==> src/rtl/core/fdna_pkg.sv <==
// Shared types and constants for the frame downscaler with neighbor averaging.
// Used by the top level and by its output queue; depends on nothing.
package fdna_pkg;

    localparam int CFG_W   = 12;  // configuration register width
    localparam int CH_W    = 8;   // one color component
    localparam int PIX_W   = 24;  // packed red, green, blue
    localparam int COORD_W = 11;  // output row and column fields
    localparam int CNT_W   = 12;  // pixel and row counters
    localparam int ACC_W   = 24;  // running numerators and denominators
    localparam int SUM_W   = 10;  // sum of up to four components

    localparam int OUTQ_DEPTH = 4;
    localparam int OUTQ_AW    = 2;
    localparam int OUTQ_CW    = 3;

    localparam logic [CFG_W-1:0] RST_IN_WIDTH   = 12'd640;
    localparam logic [CFG_W-1:0] RST_IN_HEIGHT  = 12'd480;
    localparam logic [CFG_W-1:0] RST_OUT_WIDTH  = 12'd480;
    localparam logic [CFG_W-1:0] RST_OUT_HEIGHT = 12'd360;

    typedef enum logic [1:0] {
        CFG_IN_WIDTH   = 2'd0,
        CFG_IN_HEIGHT  = 2'd1,
        CFG_OUT_WIDTH  = 2'd2,
        CFG_OUT_HEIGHT = 2'd3
    } t_cfg_idx;

    typedef struct packed {
        logic               last;
        logic [COORD_W-1:0] col;
        logic [COORD_W-1:0] row;
        logic [CH_W-1:0]    blue;
        logic [CH_W-1:0]    green;
        logic [CH_W-1:0]    red;
    } t_result;

endpackage

==> src/rtl/core/fdna_outq.sv <==
// Four-entry result queue between the averaging stage and the output port.
// Depends on fdna_pkg for the result type and the queue sizes.
module fdna_outq (
    input  logic              i_clk,
    input  logic              i_rst_n,
    input  logic              i_push,
    input  fdna_pkg::t_result i_data,
    input  logic              i_inflight,
    input  logic              i_pop,
    output logic              o_valid,
    output fdna_pkg::t_result o_data,
    output logic              o_space
);
    import fdna_pkg::*;

    t_result              r_mem [0:OUTQ_DEPTH-1];
    logic [OUTQ_AW-1:0]   r_wr_ptr;
    logic [OUTQ_AW-1:0]   r_rd_ptr;
    logic [OUTQ_CW-1:0]   r_cnt;
    logic [OUTQ_CW-1:0]   n_cnt;
    logic                 w_pop;

    assign w_pop   = i_pop && (r_cnt != '0);
    assign o_valid = (r_cnt != '0);
    assign o_data  = r_mem[r_rd_ptr];

    // Room is reserved for the request that is still in the averaging stage.
    assign o_space = (r_cnt + OUTQ_CW'(i_inflight)) <= OUTQ_CW'(OUTQ_DEPTH - 1);

    always_comb begin
        n_cnt = r_cnt;
        if (i_push && !w_pop) begin
            n_cnt = r_cnt + 1'b1;
        end else if (!i_push && w_pop) begin
            n_cnt = r_cnt - 1'b1;
        end
    end

    always_ff @(posedge i_clk) begin
        if (!i_rst_n) begin
            r_wr_ptr <= '0;
            r_rd_ptr <= '0;
            r_cnt    <= '0;
        end else begin
            r_cnt <= n_cnt;
            if (i_push) begin
                r_wr_ptr <= r_wr_ptr + 1'b1;
            end
            if (w_pop) begin
                r_rd_ptr <= r_rd_ptr + 1'b1;
            end
        end
    end

    always_ff @(posedge i_clk) begin
        if (i_push) begin
            r_mem[r_wr_ptr] <= i_data;
        end
    end

endmodule

==> config.mk <==
export PLATFORM = sky130hd
export DESIGN_NAME = fdna_outq
export DESIGN_NICKNAME = d
export VERILOG_FILES = /design/src/rtl/core/fdna_pkg.sv /design/src/rtl/core/fdna_outq.sv
export SDC_FILE = /design/constraint.sdc
export NUM_CORES = 1
export LEC_CHECK = 0
export BUFFER_PORTS_ARGS = -buffer_cell sky130_fd_sc_hd__buf_2
export CORE_ASPECT_RATIO = 0.5
export CORE_MARGIN = 1.5
export CORE_UTILIZATION = 30
export DETAILED_ROUTE_END_ITERATION = 6
export GPL_ROUTABILITY_DRIVEN = 0
export SYNTH_ARGS = -nofsm -noshare
export SYNTH_HDL_FRONTEND = slang
export SYNTH_SLANG_ARGS = --single-unit
==> constraint.sdc <==
create_clock -name i_clk -period 2.85 [get_ports i_clk]
set_input_delay 0 -clock i_clk [delete_from_list [all_inputs] [get_ports i_clk]]
set_output_delay 0 -clock i_clk [all_outputs]
set_load 0.02 [all_outputs]
* After elaboration in Yosys (flattened, before gate mapping) *
Memory sizes are Yosys's and may differ from the RTL's. A register that Yosys moved wholly into a read port is not among the register bits.
Cells that the tools add are included.

word-level totals
  register bits = 7
  memory bits (writable) = 188
  input port bits = 52
  output and inout bits = 49
  logic and storage cells = 23
  memories = 1

operators by class
  $add $sub $neg = 5
  magnitude comparators = 1
  multiplexer cells = 6
  reductions and logical operators = 7

memories
  name   depth  bits a word  rd ports  clocked after Yosys merged registers in  wr ports  line             source
  r_mem  4      47           1         1                                        1         fdna_outq.sv:16  t_result r_mem [0:OUTQ_DEPTH-1];

operators with widths
  kind                 number
  $mux 3               2
  $add 2x1->2 const B  2
  $mux 2               2
  $add 3x1->3          1
  $add 3x1->3 const B  1
  $le 3x2->1 const B   1
  $logic_and 1x1->1    3
  $reduce_bool 3->1    1
  $sub 3x1->3 const B  1
  $logic_not 1->1      2
  $mux 1               2
  $reduce_bool 2->1    1

* Longest topological paths before layout *
  word-level depth = 5
  depth in mapped cells = 7
  mapped depth without buffers = 7

* Least setup slack after synthesis *
No wires, ideal clock.

  path type = register to register
  start = reg r_wr_ptr[0]
  end = mem r_mem[2][0] in the netlist's numbering (enable)
  setup time = 0.409 ns
  data arrival time = 1.666 ns
  data required time = 2.441 ns
  path slack = 0.775 ns
  stages on the path, launching flop included = 4
  buffers on the path = 0
  period minus slack after synthesis = 2.075 ns
  path through = dfxtp_1 -> inv_1 -> ha_1 -> and2_1

RTL lines
  element                 line             source
  start, declared         fdna_outq.sv:17  logic [OUTQ_AW-1:0] r_wr_ptr;
  start signal, assigned  fdna_outq.sv:47  r_wr_ptr <= r_wr_ptr + 1'b1;
  end, declared           fdna_outq.sv:16

Straight into the memory's write port.

==> results by group <==
Cells and area
  • Nets@finish: 516
  • Register area: slightly below 6000 um2
  • Most frequent cells in the layout: 188 x edfxtp_1, 100 x buf_2, 49 x dlygate4sd3_1
  • Antenna diodes: 0
  • Commonest non-fill, non-tap cell in the layout: edfxtp_1
  • Area Growth Syn to Fin: 27.7%
  • Area of the multi-input gates: ~1400 um2
  • Fill count: 2,150
  • Layout cells sized above 1: 41.4%

STA
  • Slew margin rel.: 54.8%
  • Worst Tran Pin Value: 0.678 ns
  • Min Tclk post-route: approximately 2.2 ns
  • Final Hold Fails: 0
  • Final period utilization: 76.7%
  • Setup_tns: 0 ns
  • Setup violators final: 0
  • Max Clock Freq: 457 MHz
  • Final Skew: 0.00830 ns
  • Max-slew violation count: 0
  • Hold WS: 0.0347 ns
  • RSZ-0062 raised after global routing: false

Setup path
  • CP required: 2.85 ns
  • Nature of the critical path startpoint: register
  • WP data arrival: between 2 and 2.5 ns
  • Crit-path max FO: 26
  • Crit end category: output pin
  • Type of the worst setup path: register to output pin

Power and ir drop
  • Psw: between 0.002 and 0.0025 W
  • Pint: 0.00545 W
  • Flop pwr share: 46.5%
  • Comb pwr share: 22.7%
  • Pleak: 3.15 nW
  • Net Sw Frac: 28.5%
  • Max rail drop VDD: 0.299 mV
  • Clock power share: between 30% and 40%
  • PwrDens: 819 nW/um2

Floorplanning
  • Core area: 23,900 um2
  • Die Height: approximately 110 um
  • Io pins: 101
  • Row cnt: 40
  • Horiz. Die Dim: 224 um
  • Initial Util: 30.5%
  • Die footprint: 25,300 um2

Synthesis
  • Gate Count Post-Synth: 290
  • Post-Syn Nets: 350
  • Netlist Area Pre-Place: 7290 um2
  • Asr flop ratio synth: 0%
  • Distinct cells, synth: 21
  • Main synth FF type: edfxtp_1
  • Post-synth EDFFs: 188
  • YS warnings: 0
  • Sequential area share after synthesis: 79.9%
  • Syn Area/Cell: roughly 25 um2
  • #FFs+latches synth: 197

Clock network
  • Post-CTS Setup Repair Bufs: 0
  • Sink Count: 197
  • Post-cts resize count: 0
  • Root buf cell: clkbuf_16
  • H-tree level count: 4
  • Clk_lat worst skew: between 0.4 and 0.5 ns
  • TritonCTS Buffers: 17
  • Clk buf depth: 2
  • Clock slew seen by the registers of the worst setup and hold paths: 0.07 ns
  • CTS tree: yes

Drt
  • Drt via density: 4.27
  • DR WL/cell: 16.6 um
  • 1st-iter DRT viols: 139
  • Vias: 3,345
  • DRC: 0
  • Drt first pass iters: 4
  • Detailed Route WL: 13,000 um
  • DRT antenna net count: 0

Global routing
  • Initial antenna violation count: 0
  • Grt total ovfl: 0
  • Vias in the first global route: 3,641
  • GRT Total Usage: a little over a tenth
  • First-pass GRT wire length: between 20,000 and 25,000 um
  • Largest net degree at the start of global routing: 48

Hold path
  • Path type of the worst min-delay path: input pin to register

Place
  • Buffers on Ports: 100
  • Hpwl dp: around 7700 um

Run
  • Maximum capacitance violations: 0

Outcome
  • Outcome: completed
[state kept, by name, indices dropped and copies added, names as in the netlist, named ones only]
signal / cells
r_mem: 188
r_rd_ptr: 2
r_cnt: 3
r_wr_ptr: 2
[worst max-delay path, cell delays in order (launching register included)]
cell	delay, ns
dfxtp_4	0.71
buf_4	0.32
mux4_2	0.53
buf_2	0.17
[power by group through the flow]
stage	logic [W]	registers [W]	clock network, W
2_1_floorplan	0.00137	0.00346	0
3_3_place_gp	0.00172	0.00362	0
3_5_place_dp	0.00171	0.00363	0
4_1_cts	0.00177	0.00356	0.00242
5_1_grt	0.00185	0.00359	0.00253
6_report	0.00173	0.00354	0.00235
[final cells by class]
class	instances	share of cell area (%)
Clock buffer	17	4.57
Clock inverter	15	1.80
Inverter	3	0.121
Multi-Input combinational cell	80	14.6
Sequential cell	197	62.6
Tap cell	315	4.23
Timing Repair Buffer	157	12.1
[Yosys cell counts (2+ instances only)]
library cell  instances  area share [%]
xnor2_1               4            0.48
buf_2                 4            0.27
ha_1                  7             1.2
and2_1                9            0.77
mux2i_1               2            0.27
or3_1                 2            0.17
xor2_1                2            0.24
nor2b_1               2            0.17
dfxtp_1               9             2.5
buf_12                3            0.82
edfxtp_1            188              77
mux4_2               47              15
inv_1                 3            0.15
[cell families (layout without fill, tap and decap cells)]
| family | count (synthesis) | count (layout) | synth area share (%) |
|---|---|---|---|
| xor+xnor | 6 | 6 | 0.721 |
| simple gates | 13 | 13 | 1.12 |
| compound gates | 4 | 4 | 0.463 |
| fa+ha+maj | 8 | 8 | 1.48 |
| buf+inv | 13 | 192 | 1.56 |
| flops | 197 | 197 | 79.9 |
| mux | 49 | 49 | 14.8 |
[path summary, 6_finish.rpt]
kind | cells past startpoint | to | start | slack [ns]
max | 3 | o_data[26] | register | 0.66
min | 4 | register | i_pop | 0.03
max reg2reg | 7 | r_cnt[2] | r_cnt[0] | 0.75
min reg2reg | 2 | r_wr_ptr[1] | r_wr_ptr[1] | 0.58
[per-layer routing]
layer / part of all wire (%) / global-route usage (%) / routed length, um
met5: 0 / 0 / 0
met4: 1.1 / 4.32 / 146
met3: 1.9 / 2.13 / 245
met2: 53 / 18.8 / 6860
met1: 44 / 13.4 / 5750
[per-stage QoR]
stage                     power [W]  instance area [um2]  utilization [%]  worst slack (ns)  cells
after global placement      0.00533                 8230             34.4             0.826    703
after floorplan             0.00483                 7290                -             0.775    290
after CTS                   0.00776                 9310             38.9             0.541    784
final                       0.00762                 9310             38.9             0.664    784
after detailed placement    0.00534                 8230             34.4             0.763    703
after global routing        0.00797                 9310             38.9             0.493    784
[repair_timing]
action,in CTS,in global routing
setup endpoints to repair,0,0
endpoints found under the hold margin,197,0
hold buffers,49,0
(Power assumes the default switching activity.)
